### config.mk
export PLATFORM = sky130hd
export DESIGN_NAME = serial_rx_chunk_buffer_timeout
export DESIGN_NICKNAME = d
export VERILOG_FILES = /design/src/rtl/srxcb_pkg.sv /design/src/rtl/srxcb_ram.sv /design/src/rtl/srxcb_ptr_add.sv /design/src/rtl/srxcb_timer.sv /design/src/rtl/serial_rx_chunk_buffer_timeout.sv
export VERILOG_INCLUDE_DIRS = /design/src /design/src/rtl
export SDC_FILE = /design/constraint.sdc
export NUM_CORES = 1
export LEC_CHECK = 0
export BUFFER_PORTS_ARGS = -buffer_cell sky130_fd_sc_hd__buf_2
export CORE_UTILIZATION = 31
export DETAILED_ROUTE_END_ITERATION = 12
export GPL_TIMING_DRIVEN = 0
export PLACE_DENSITY_LB_ADDON = 0.1
export SLEW_MARGIN = 10
export SYNTH_ARGS = -nofsm -noshare
export SYNTH_HDL_FRONTEND = slang
export SYNTH_SLANG_ARGS = --single-unit
### constraint.sdc
create_clock -name clock -period 9.3 [get_ports clock]
set_input_delay 1.86 -clock clock [delete_from_list [all_inputs] [get_ports clock]]
set_output_delay 1.86 -clock clock [all_outputs]
set_load 0.05 [all_outputs]
### src/rtl/serial_rx_chunk_buffer_timeout_macros.svh
// Assertion macros shared by the serial receive chunk buffer modules.
// Depends on nothing; include by bare file name.
`ifndef SERIAL_RX_CHUNK_BUFFER_TIMEOUT_MACROS_SVH
`define SERIAL_RX_CHUNK_BUFFER_TIMEOUT_MACROS_SVH

// same-cycle implication, disabled in reset
`define SRXCB_ASSERT_IMPLY(label, clk, rst, ante, cons) \
   label: assert property (@(posedge clk) disable iff (rst) (ante) |-> (cons)) \
      else $error("srxcb same-cycle check failed");

// next-cycle implication, disabled in reset
`define SRXCB_ASSERT_NEXT(label, clk, rst, ante, cons) \
   label: assert property (@(posedge clk) disable iff (rst) (ante) |=> (cons)) \
      else $error("srxcb next-cycle check failed");

`endif

### src/rtl/srxcb_pkg.sv
// Package for the serial receive chunk buffer: sizes, codes and the
// timer control/status structs. Used by every module of the block but the RAM.
package srxcb_pkg;

   localparam int CHUNK_SIZE       = 32;
   localparam int OVERFLOW_RESERVE = 32;
   localparam int STORE_DEPTH      = CHUNK_SIZE + OVERFLOW_RESERVE;

   localparam int PTR_W  = (STORE_DEPTH > 1) ? $clog2(STORE_DEPTH) : 1;
   localparam int FILL_W = $clog2(STORE_DEPTH + 1);
   localparam int CNT_W  = $clog2(CHUNK_SIZE + 1);
   localparam int SUM_W  = FILL_W + 1;

   localparam int BYTE_W     = 8;
   localparam int OP_W       = 2;
   localparam int MODE_W     = 2;
   localparam int TIMEOUT_W  = 16;
   localparam int CSR_IDX_W  = 2;
   localparam int CSR_DATA_W = 16;

   localparam logic [TIMEOUT_W-1:0] TIMEOUT_RESET = 16'd250;

   // operation codes
   localparam logic [OP_W-1:0] OP_BYTE  = 2'd0;
   localparam logic [OP_W-1:0] OP_TICK  = 2'd1;
   localparam logic [OP_W-1:0] OP_CLEAR = 2'd2;

   // data mode codes
   localparam logic [MODE_W-1:0] MODE_IGNORE = 2'd0;
   localparam logic [MODE_W-1:0] MODE_PASS   = 2'd1;
   localparam logic [MODE_W-1:0] MODE_BUFFER = 2'd2;

   // register indexes
   localparam logic [CSR_IDX_W-1:0] REG_DATA_MODE = 2'd0;
   localparam logic [CSR_IDX_W-1:0] REG_TIMEOUT   = 2'd1;
   localparam logic [CSR_IDX_W-1:0] REG_CHUNK_IE  = 2'd2;

   typedef struct packed {
      logic              tick;
      logic              arm;
      logic [FILL_W-1:0] fill_after;
   } tmr_ctrl_type;

   typedef struct packed {
      logic armed;
      logic expire;
   } tmr_sts_type;

endpackage

### src/rtl/srxcb_ram.sv
// Generic simple dual-port RAM with registered read and read enable.
// Stands alone; no package needed.
module srxcb_ram #(
   parameter int WIDTH = 8,
   parameter int DEPTH = 64
) (
   input  logic                                         clock,
   input  logic                                         wr_en,
   input  logic [((DEPTH > 1) ? $clog2(DEPTH) : 1)-1:0] wr_addr,
   input  logic [WIDTH-1:0]                             wr_data,
   input  logic                                         rd_en,
   input  logic [((DEPTH > 1) ? $clog2(DEPTH) : 1)-1:0] rd_addr,
   output logic [WIDTH-1:0]                             rd_data
);

   logic [WIDTH-1:0] mem_ff [DEPTH];
   logic [WIDTH-1:0] rd_data_ff;

   always_ff @(posedge clock) begin
      if (wr_en) begin
         mem_ff[wr_addr] <= wr_data;
      end
      if (rd_en) begin
         rd_data_ff <= mem_ff[rd_addr];
      end
   end

   assign rd_data = rd_data_ff;

endmodule

### src/rtl/srxcb_ptr_add.sv
// Shared pointer adder: base plus offset, wrapped into the store depth.
// Depends on srxcb_pkg.
module srxcb_ptr_add
   import srxcb_pkg::*;
(
   input  logic [PTR_W-1:0]  base,
   input  logic [FILL_W-1:0] offset,
   output logic [PTR_W-1:0]  sum
);

   logic [SUM_W-1:0] raw;
   logic [SUM_W-1:0] wrapped;

   // the sum stays below twice the depth, so one subtract wraps
   always_comb begin
      raw     = SUM_W'(base) + SUM_W'(offset);
      wrapped = (raw >= SUM_W'(STORE_DEPTH)) ? raw - SUM_W'(STORE_DEPTH) : raw;
      sum     = wrapped[PTR_W-1:0];
   end

endmodule

### src/rtl/srxcb_timer.sv
// One-shot idle timer counted in millisecond ticks.
// Depends on srxcb_pkg and the assertion macro header.
`include "serial_rx_chunk_buffer_timeout_macros.svh"

module srxcb_timer
   import srxcb_pkg::*;
(
   input  logic                 clock,
   input  logic                 reset,
   input  tmr_ctrl_type         ctrl,
   input  logic [TIMEOUT_W-1:0] timeout,
   output tmr_sts_type          sts
);

   logic [TIMEOUT_W-1:0] count_ff;
   logic [TIMEOUT_W-1:0] count_in;
   logic                 armed_ff;
   logic                 armed_in;
   logic                 fire;

   assign fire = ctrl.tick && armed_ff && (count_ff <= TIMEOUT_W'(1));

   always_comb begin
      count_in = count_ff;
      armed_in = armed_ff;
      if (ctrl.arm) begin
         // a full chunk or a zero timeout expires on the next tick
         if ((timeout == '0) || (ctrl.fill_after >= FILL_W'(CHUNK_SIZE))) begin
            count_in = TIMEOUT_W'(1);
         end else begin
            count_in = timeout;
         end
         armed_in = 1'b1;
      end else if (fire) begin
         count_in = '0;
         armed_in = 1'b0;
      end else if (ctrl.tick && armed_ff) begin
         count_in = count_ff - TIMEOUT_W'(1);
      end
   end

   always_ff @(posedge clock) begin
      if (reset) begin
         count_ff <= '0;
         armed_ff <= 1'b0;
      end else begin
         count_ff <= count_in;
         armed_ff <= armed_in;
      end
   end

   assign sts.armed  = armed_ff;
   assign sts.expire = fire;

   `SRXCB_ASSERT_IMPLY(a_armed_nonzero, clock, reset, armed_ff, count_ff != '0)
   `SRXCB_ASSERT_NEXT(a_fire_disarms, clock, reset, fire && !ctrl.arm, !armed_ff)
   `SRXCB_ASSERT_NEXT(a_arm_sets, clock, reset, ctrl.arm, armed_ff && (count_ff != '0))

endmodule

### src/rtl/serial_rx_chunk_buffer_timeout.sv
// Serial receive buffer with idle-timeout chunk delivery. Each request item
// (byte, tick or clear) is accepted whenever the block is idle. A byte in
// pass mode is registered and held in SEND until the output takes it. A
// tick that expires the timer starts a delivery of up to CHUNK_SIZE stored
// bytes, each read in READ via the store's registered read port and held
// in SEND through output stalls; requests are stalled for the whole delivery.
// The store needs no clearing pass after reset. Config writes are always ready.
`include "serial_rx_chunk_buffer_timeout_macros.svh"

module serial_rx_chunk_buffer_timeout
   import srxcb_pkg::*;
(
   input  logic                  clock,
   input  logic                  reset,
   // request channel
   input  logic                  req_valid,
   output logic                  req_stall,
   input  logic [OP_W-1:0]       req_operation,
   input  logic [BYTE_W-1:0]     req_rx_byte,
   // result channel
   output logic                  rsp_valid,
   input  logic                  rsp_stall,
   output logic [BYTE_W-1:0]     rsp_data,
   output logic                  rsp_from_chunk,
   output logic                  rsp_last,
   // register write channel
   input  logic                  csr_valid,
   output logic                  csr_ready,
   input  logic [CSR_IDX_W-1:0]  csr_index,
   input  logic [CSR_DATA_W-1:0] csr_wdata
);

   typedef enum logic [2:0] {
      ST_IDLE = 3'b001,
      ST_READ = 3'b010,
      ST_SEND = 3'b100
   } state_type;

   state_type            state_ff, state_in;
   logic [MODE_W-1:0]    mode_ff, mode_in;
   logic [TIMEOUT_W-1:0] timeout_ff, timeout_in;
   logic                 chunk_ie_ff, chunk_ie_in;
   logic [FILL_W-1:0]    fill_ff, fill_in;
   logic [PTR_W-1:0]     head_ff, head_in;
   logic [CNT_W-1:0]     left_ff, left_in;
   logic                 chunk_ff, chunk_in;
   logic [BYTE_W-1:0]    pass_data_ff, pass_data_in;

   logic                 req_accept;
   logic                 rsp_accept;
   logic                 csr_write;
   logic [FILL_W-1:0]    ptr_offset;
   logic [PTR_W-1:0]     ptr_sum;
   logic                 ram_we;
   logic                 ram_re;
   logic [BYTE_W-1:0]    ram_rdata;
   tmr_ctrl_type         tmr_ctrl;
   tmr_sts_type          tmr_sts;

   assign req_stall  = (state_ff != ST_IDLE);
   assign req_accept = req_valid && !req_stall;
   assign rsp_valid  = (state_ff == ST_SEND);
   assign rsp_accept = rsp_valid && !rsp_stall;
   assign csr_ready  = 1'b1;
   assign csr_write  = csr_valid && csr_ready;

   srxcb_ptr_add u_ptr_add (
      .base   (head_ff),
      .offset (ptr_offset),
      .sum    (ptr_sum)
   );

   srxcb_ram #(
      .WIDTH (BYTE_W),
      .DEPTH (STORE_DEPTH)
   ) u_store (
      .clock   (clock),
      .wr_en   (ram_we),
      .wr_addr (ptr_sum),
      .wr_data (req_rx_byte),
      .rd_en   (ram_re),
      .rd_addr (head_ff),
      .rd_data (ram_rdata)
   );

   srxcb_timer u_timer (
      .clock   (clock),
      .reset   (reset),
      .ctrl    (tmr_ctrl),
      .timeout (timeout_ff),
      .sts     (tmr_sts)
   );

   always_comb begin
      state_in            = state_ff;
      mode_in             = mode_ff;
      timeout_in          = timeout_ff;
      chunk_ie_in         = chunk_ie_ff;
      fill_in             = fill_ff;
      head_in             = head_ff;
      left_in             = left_ff;
      chunk_in            = chunk_ff;
      pass_data_in        = pass_data_ff;
      ptr_offset          = fill_ff;
      ram_we              = 1'b0;
      ram_re              = 1'b0;
      tmr_ctrl.tick       = 1'b0;
      tmr_ctrl.arm        = 1'b0;
      tmr_ctrl.fill_after = fill_ff;

      if (csr_write) begin
         unique case (csr_index)
            REG_DATA_MODE: begin
               mode_in = csr_wdata[MODE_W-1:0];
               if (mode_in == MODE_BUFFER) begin
                  fill_in = '0;
                  head_in = '0;
               end else if (mode_in == MODE_PASS) begin
                  chunk_ie_in = 1'b0;
               end
            end
            REG_TIMEOUT: begin
               timeout_in = csr_wdata[TIMEOUT_W-1:0];
            end
            REG_CHUNK_IE: begin
               chunk_ie_in = csr_wdata[0];
            end
            default: begin
            end
         endcase
      end

      unique case (state_ff)
         ST_IDLE: begin
            if (req_accept) begin
               unique case (req_operation)
                  OP_BYTE: begin
                     if (mode_ff == MODE_PASS) begin
                        pass_data_in = req_rx_byte;
                        chunk_in     = 1'b0;
                        state_in     = ST_SEND;
                     end else if ((mode_ff == MODE_BUFFER) &&
                                  (fill_ff < FILL_W'(STORE_DEPTH))) begin
                        // append at head + fill; drop when full
                        ram_we  = 1'b1;
                        fill_in = fill_ff + FILL_W'(1);
                        if (chunk_ie_ff && (fill_ff < FILL_W'(CHUNK_SIZE))) begin
                           tmr_ctrl.arm        = 1'b1;
                           tmr_ctrl.fill_after = fill_ff + FILL_W'(1);
                        end
                     end
                  end
                  OP_TICK: begin
                     tmr_ctrl.tick = 1'b1;
                     if (tmr_sts.expire) begin
                        if (fill_ff == '0) begin
                           head_in = '0;
                        end else begin
                           left_in  = (fill_ff >= FILL_W'(CHUNK_SIZE)) ?
                                      CNT_W'(CHUNK_SIZE) : fill_ff[CNT_W-1:0];
                           chunk_in = 1'b1;
                           state_in = ST_READ;
                        end
                     end
                  end
                  OP_CLEAR: begin
                     fill_in = '0;
                     head_in = '0;
                  end
                  default: begin
                  end
               endcase
            end
         end
         ST_READ: begin
            ram_re   = 1'b1;
            state_in = ST_SEND;
         end
         ST_SEND: begin
            ptr_offset = FILL_W'(1);
            if (rsp_accept) begin
               if (chunk_ff) begin
                  // advance past the byte just delivered
                  head_in = ptr_sum;
                  fill_in = fill_ff - FILL_W'(1);
                  left_in = left_ff - CNT_W'(1);
                  if (left_ff == CNT_W'(1)) begin
                     state_in = ST_IDLE;
                     if (fill_ff == FILL_W'(1)) begin
                        head_in = '0;
                     end else begin
                        tmr_ctrl.arm        = 1'b1;
                        tmr_ctrl.fill_after = fill_ff - FILL_W'(1);
                     end
                  end else begin
                     state_in = ST_READ;
                  end
               end else begin
                  state_in = ST_IDLE;
               end
            end
         end
         default: begin
            state_in = ST_IDLE;
         end
      endcase
   end

   always_ff @(posedge clock) begin
      if (reset) begin
         state_ff    <= ST_IDLE;
         mode_ff     <= MODE_IGNORE;
         timeout_ff  <= TIMEOUT_RESET;
         chunk_ie_ff <= 1'b0;
         fill_ff     <= '0;
         head_ff     <= '0;
         chunk_ff    <= 1'b0;
      end else begin
         state_ff    <= state_in;
         mode_ff     <= mode_in;
         timeout_ff  <= timeout_in;
         chunk_ie_ff <= chunk_ie_in;
         fill_ff     <= fill_in;
         head_ff     <= head_in;
         chunk_ff    <= chunk_in;
      end
   end

   always_ff @(posedge clock) begin
      left_ff      <= left_in;
      pass_data_ff <= pass_data_in;
   end

   assign rsp_data       = chunk_ff ? ram_rdata : pass_data_ff;
   assign rsp_from_chunk = chunk_ff;
   assign rsp_last       = chunk_ff ? (left_ff == CNT_W'(1)) : 1'b1;

   `SRXCB_ASSERT_IMPLY(a_fill_bound, clock, reset, 1'b1, fill_ff <= FILL_W'(STORE_DEPTH))
   `SRXCB_ASSERT_IMPLY(a_chunk_left, clock, reset, rsp_valid && chunk_ff, (left_ff != '0) && (fill_ff >= FILL_W'(left_ff)))
   `SRXCB_ASSERT_IMPLY(a_deliver_disarmed, clock, reset, (state_ff != ST_IDLE) && chunk_ff, !tmr_sts.armed)
   `SRXCB_ASSERT_NEXT(a_last_to_idle, clock, reset, rsp_accept && rsp_last, state_ff == ST_IDLE)

endmodule
# [Yosys cells after proc, flatten, opt, wreduce, memory -nomap -nowiden]
# Memory sizes are Yosys's and may differ from the RTL's. A register that Yosys moved wholly into a read port is not among the register bits.
# Cells that the tools add are included.
# Widths: inputs -> output; s select.
[totals] romBits=0 wordCells=154 latchBits=0 mem_count=1 inputBits=33 ff_bits=67 out_inout_bits=13 ram_bits=512
[classes] multipliers=0 n_reduce_logical=25 bitwise_logic=0 magnitude_cmp=6 eq_ne=29 div=0 addsub=6 mux=76 shifts=0
[mem_list] memory="u_store.mem_ff" words=64 width=8 read_ports=1 rd_ports_with_merged_regs=1 write_ports=1 line_no="srxcb_ram.sv:16" rtl="logic [WIDTH-1:0] mem_ff [DEPTH];"
[ops] operator="$mux 6" count=18
[ops] operator="$mux 8" count=9
[ops] operator="$mux 16" count=4
[ops] operator="$mux 7" count=9
[ops] operator="$pmux 6 s2" count=3
[ops] operator="$pmux 7 s2" count=2
[ops] operator="$mux 1" count=18
[ops] operator="$le 16x1->1 const B" count=1
[ops] operator="$logic_not 16->1" count=1
[ops] operator="$pmux 8 s2" count=1
[ops] operator="$sub 16x1->16 const B" count=1
[ops] operator="$mux 3" count=5
[ops] operator="$ge 7x6->1 const B" count=2
[ops] operator="$ne 2x2->1 const B" count=6
[ops] operator="$reduce_and 6->1" count=2
[ops] operator="$sub 6x1->6 const B" count=2
[ops] operator="$ne 2x1->1 const B" count=5
[ops] operator="$mux 9" count=1
[ops] operator="$pmux 3 s3" count=1
[ops] operator="$add 6x7->8" count=1
[ops] operator="$eq 2x1->1 const B" count=4
[ops] operator="$eq 2x2->1 const B" count=4
[ops] operator="$ge 8x7->1 const B" count=1
[ops] operator="$reduce_and 4->1" count=2
[ops] operator="other kinds (24)" count=39

# [Logic depth before layout (Yosys ltp)]
[depth] ltp_word=14 depth_mapped=14

# [Modules after synthesis]
# A second synthesis with hierarchy kept.
[hier_totals] cells_unflattened=1421 area_unflattened_um2=24359.6
[modules_own_cells] mod="srxcb_ram" area_per_inst_um2=20250.7 instances=1 cells_per_inst=940
[modules_own_cells] mod="serial_rx_chunk_buffer_timeout" area_per_inst_um2=2757.6 instances=1 cells_per_inst=318
[modules_own_cells] mod="srxcb_timer" area_per_inst_um2=1164.9 instances=1 cells_per_inst=144
[modules_own_cells] mod="srxcb_ptr_add" area_per_inst_um2=186.4 instances=1 cells_per_inst=19

# [Least setup slack after synthesis]
# No wires, ideal clock.
[synth_path] path_kind="in2reg" startpoint="input req_operation[0]" endpoint="memory u_store.mem_ff[11][0], enable pin" t_arrival_ns=3.500 cell_stages=8 path_slack_ns=5.429 path_cell_list="inv_1 ha_1 nand3b_1 or3_1 clkbuf_1 nor2_1 nand3_1 nor2_1"
[synth_between] elab_chain_cells=6
[synth_lines] item="start: declaration" line_no="serial_rx_chunk_buffer_timeout.sv:18" rtl="input logic [OP_W-1:0] req_operation,"
[synth_lines] item="$logic_not 2->1" line_no="serial_rx_chunk_buffer_timeout.sv:136" rtl="unique case (req_operation)"
[synth_lines] item="$mux 1" line_no="serial_rx_chunk_buffer_timeout.sv:136"
[synth_lines] item="$mux 1" line_no="serial_rx_chunk_buffer_timeout.sv:135" rtl="if (req_accept) begin"
[synth_lines] item="$mux 1" line_no="serial_rx_chunk_buffer_timeout.sv:133" rtl="unique case (state_ff)"
[synth_lines] item="$mux 1" line_no="srxcb_ram.sv:20" rtl="if (wr_en) begin"
[synth_lines] item="$mux 1 (not written as such)" line_no="srxcb_ram.sv:21" rtl="mem_ff[wr_addr] <= wr_data;"
[synth_lines] item="end: declaration" line_no="srxcb_ram.sv:16"
# Every way passes these cells.

# [Final worst setup path]
[layout_path] startpoint="input req_valid" endpoint="memory u_store.mem_ff[41][1], enable pin"
[layout_between] elab_chain_cells=5
[layout_lines] item="start: declaration" line_no="serial_rx_chunk_buffer_timeout.sv:16" rtl="input logic req_valid,"
[layout_lines] item="$logic_and 1x1->1" line_no="serial_rx_chunk_buffer_timeout.sv:61" rtl="assign req_accept = req_valid && !req_stall;"
[layout_lines] item="$mux 1" line_no="serial_rx_chunk_buffer_timeout.sv:135"
[layout_lines] item="$mux 1" line_no="serial_rx_chunk_buffer_timeout.sv:133"
[layout_lines] item="$mux 1" line_no="srxcb_ram.sv:20"
[layout_lines] item="$mux 1 (not written as such)" line_no="srxcb_ram.sv:21"
# Every way passes these cells.

==> run_results.csv <==
group,metric,value,unit
run_status,result_of_the_run,"complete, no violations",
cells_and_area,antenna-diode-count,0,
yosys,synth.lib_cells_used.distinct,74,
floorplanning,placementRows,101,
yosys,synth_seq_area_share,71.30,%
clock_tree,cts-htree-levels,3,
critical_path,timing.critical_path.to_type,"register",
timing,setup_repair_after_global_routing_missed_its_margin,"no",
clock_tree,cts_num_sinks,587,
global_route,antenna_found_initial,0,
power_and_ir_drop,vdd_ir_drop_max,0.0001018,V
global_route,grt_start_max_net_pins,66,
critical_path,startpoint_to_endpoint_class_of_the_critical_path,"in2reg",
clock_tree,clk_root_buffer_cell,"sky130_fd_sc_hd__clkbuf_16",
place,gp_congestion,0.8308,
cells_and_area,area_added_between_synthesis_and_finish,15.30,%
global_route,grt_usage,16.86,%
min_path,hp-class,"reg2reg",
timing,timing_worst_slew_pin_value,1.108,ns
floorplanning,fp.coreArea,76200,um^2
yosys,dominantRegCellSynth,"sky130_fd_sc_hd__edfxtp_1",
floorplanning,start_util,31.47,%
yosys,number_of_nets_in_the_synthesized_netlist,1444,
route,routed-via-count,13250,
timing,finalClockSkew,0.02304,ns
critical_path,cp.arrival,5.31,ns
floorplanning,die_width,280.1,um
global_route,vias_in_the_first_global_route,13650,
clock_tree,cts_post_setup_buffers_inserted,0,
timing,hold_violations,0,
global_route,grt.overflow.total,0,
critical_path,cp.required,9.52,ns
route,detail_route.vias_per_cell,5.111,
cells_and_area,layout_cell_share_with_drive_strength_beyond_1,20.55,%
critical_path,cp-start-kind,"input port",
yosys,ys_seq_elements,587,
flow_run,drv.max_cap_violation_count,0,
route,detailedRoute.firstPassIterationCount,5,
route,route.detailed.drc,0,
timing,final_sum_of_negative_setup_slack,0,ns
clock_tree,worst_setup_hold_path_clk_slew,0.05,ns
yosys,syn_area_per_cell,17.20,um^2
floorplanning,io_pins,46,
clock_tree,clock_tree_from_tritoncts,"built",
route,drt-initial-drc-count,1088,
floorplanning,die_h,280.1,um
yosys,post_synth_instance_area,23980,um^2
cells_and_area,postLayoutCoreUtil,36.28,%
clock_tree,cts_hold_buf,0,
critical_path,crit_path_max_fanout,8,
timing,timing.final.max_slew_violations,0,
yosys,ys_warn_count,0,
timing,layout_worst_path_cycle_share,54.74,%
place,io_buffer_count,43,
timing,slew_margin_rel,25.55,%
timing,setup_violations,0,
route,final_antenna_net_count,0,
clock_tree,clock_latency,0.61,ns
power_and_ir_drop,p_leak,8.554,nW
timing,layout_min_cycle_time,5.091,ns
clock_tree,cts_resized,0,
yosys,synthArstFlopShare,0,%
cells_and_area,nFillCells,7155,
route,routedWlPerCell,25.24,um
timing,fmax,196.4,MHz
global_route,grt_pass1_wl,95340,um
place,dp_hpwl,42670,um
yosys,post_synth_inst_count,1394,
yosys,synth-edff-count,534,
floorplanning,dieArea,78470,um^2
clock_tree,max-clock-path-buffers,3,
power_and_ir_drop,power,5.521,mW
clock_tree,tritoncts.num_buffers,70,
cells_and_area,nets,1561,
power_and_ir_drop,power_density,199.7,nW/um^2
route,drt-total-wl,65410,um
[metal layers]
layer	track usage, %	vias up	routed length, um	share of wire (%)
li1	-	5897	-	-
met1	24.89	6964	31520	48
met2	25.51	298	29610	45
met3	2.981	89	2864	4.4
met4	4.442	0	1417	2.2
met5	0	-	0	0
[power by group]
part	switching [mW]	internal [mW]
sequential	0.00509	2.88
clock	1.08	1.46
combinational	0.0743	0.0193
total	1.16	4.36
[Yosys cell counts, types with 3 or more instances]
cell	n	area, um^2
sky130_fd_sc_hd__o31ai_1	6	45.04
sky130_fd_sc_hd__buf_6	5	56.30
sky130_fd_sc_hd__a21oi_1	31	155.2
sky130_fd_sc_hd__o21ai_0	33	165.2
sky130_fd_sc_hd__dfxtp_1	53	1061
sky130_fd_sc_hd__nand4_1	6	37.54
sky130_fd_sc_hd__or3_1	10	62.56
sky130_fd_sc_hd__nor2_1	117	439.2
sky130_fd_sc_hd__o211ai_1	6	45.04
sky130_fd_sc_hd__o22ai_1	10	62.56
sky130_fd_sc_hd__a31oi_1	6	37.54
sky130_fd_sc_hd__buf_2	4	20.02
sky130_fd_sc_hd__or4_1	3	22.52
sky130_fd_sc_hd__nand3_1	33	165.2
sky130_fd_sc_hd__a22o_1	17	148.9
sky130_fd_sc_hd__a211oi_1	5	37.54
sky130_fd_sc_hd__nor4_1	12	75.07
sky130_fd_sc_hd__xnor2_1	11	96.34
sky130_fd_sc_hd__and2_1	6	37.54
sky130_fd_sc_hd__ha_1	16	200.2
sky130_fd_sc_hd__mux4_2	128	2883
sky130_fd_sc_hd__or2_2	4	25.02
sky130_fd_sc_hd__nand2_1	76	285.3
sky130_fd_sc_hd__nor3_1	14	70.07
sky130_fd_sc_hd__and3_1	3	18.77
sky130_fd_sc_hd__o221ai_1	8	70.07
sky130_fd_sc_hd__nand3b_1	4	30.03
sky130_fd_sc_hd__mux2_2	9	101.4
sky130_fd_sc_hd__xor2_1	10	87.58
sky130_fd_sc_hd__or4b_2	9	90.09
sky130_fd_sc_hd__inv_1	25	93.84
sky130_fd_sc_hd__buf_1	12	45.04
sky130_fd_sc_hd__a221oi_1	17	148.9
sky130_fd_sc_hd__clkbuf_1	51	191.4
sky130_fd_sc_hd__a22oi_1	43	322.8
sky130_fd_sc_hd__o21ai_1	3	15.01
sky130_fd_sc_hd__or4_2	4	35.03
sky130_fd_sc_hd__nor2b_1	6	37.54
sky130_fd_sc_hd__edfxtp_1	534	16040
[layout make-up]
type | count | area, um^2 | share of cell area (%)
sequential | 587 | 17100 | 61.83
clock inverter | 38 | 286.5 | 1.036
multi-input combinational | 706 | 6454 | 23.34
clock buffer | 85 | 1828 | 6.611
tap | 1030 | 1289 | 4.661
timing repair buffer | 45 | 260.3 | 0.9413
buffer | 74 | 329.1 | 1.190
inverter | 27 | 106.4 | 0.3847
[registers in the layout, indices dropped and copies added, names as in the netlist]
signal            cells
u_store.mem_ff      512
timeout_ff           16
u_timer.count_ff     16
pass_data_ff          8
u_store.rd_data       8
fill_ff               7
head_ff               6
left_ff               6
state_ff              3
mode_ff               2
chunk_ie_ff           1
rsp_from_chunk        1
u_timer.armed_ff      1
[worst max-delay path: stages]
cell,delay [ns]
sky130_fd_sc_hd__buf_2,0.15
sky130_fd_sc_hd__nand4bb_1,0.35
sky130_fd_sc_hd__nor3_1,1.01
sky130_fd_sc_hd__nand4_1,0.95
sky130_fd_sc_hd__nor2_1,0.97
[stage by stage]
stage	std cells	cell area [um^2]	hold WS (ns)	worst slack [ns]
global placement	2467	25480	0.4691	3.614
detailed placement	2469	25520	0.4634	3.615
global route	2592	27650	0.5056	4.026
finish	2592	27650	0.4664	4.209
CTS	2592	27640	0.4702	4.232
floorplan	1394	23980	0.4441	5.429
[placed cells by master (no fill, tap or decap), drive strengths merged, types with 14 or more instances in the layout]
master	Yosys	routed
inv	25	29
dfxtp	53	53
ha	16	16
clkinv	2	32
buf	23	68
a221oi	17	17
nand2	77	77
mux4	128	128
nor2	118	118
edfxtp	534	534
a22o	17	17
a22oi	43	43
clkbuf	51	136
a21oi	31	31
o21ai	37	37
nor3	14	14
nand3	33	33
[logic make-up after synthesis]
family | synth area share [%]
AO/OA/AOI/OAI | 5.995
XOR/XNOR | 0.7670
adder cells (fa/ha/maj) | 0.9183
buffers and inverters | 1.811
flip-flops | 71.30
multiplexers | 12.44
other | 0.01564
AND/OR/NAND/NOR | 6.752
[final timing paths]
kind / startpoint / endpoint / slack, ns / cells past startpoint
setup / recovery: req_valid / u_store.mem_ff[41][1]$_DFFE_PP_ / 4.21 / 5
hold / removal: timeout_ff[10]$_SDFFE_PP0P_ / timeout_ff[10]$_SDFFE_PP0P_ / 0.47 / 2
setup reg to reg: head_ff[1]$_SDFF_PP0_ / u_store.mem_ff[41][1]$_DFFE_PP_ / 4.36 / 7
hold reg to reg: timeout_ff[10]$_SDFFE_PP0P_ / timeout_ff[10]$_SDFFE_PP0P_ / 0.47 / 2
Power figures use the tool's default switching activity.
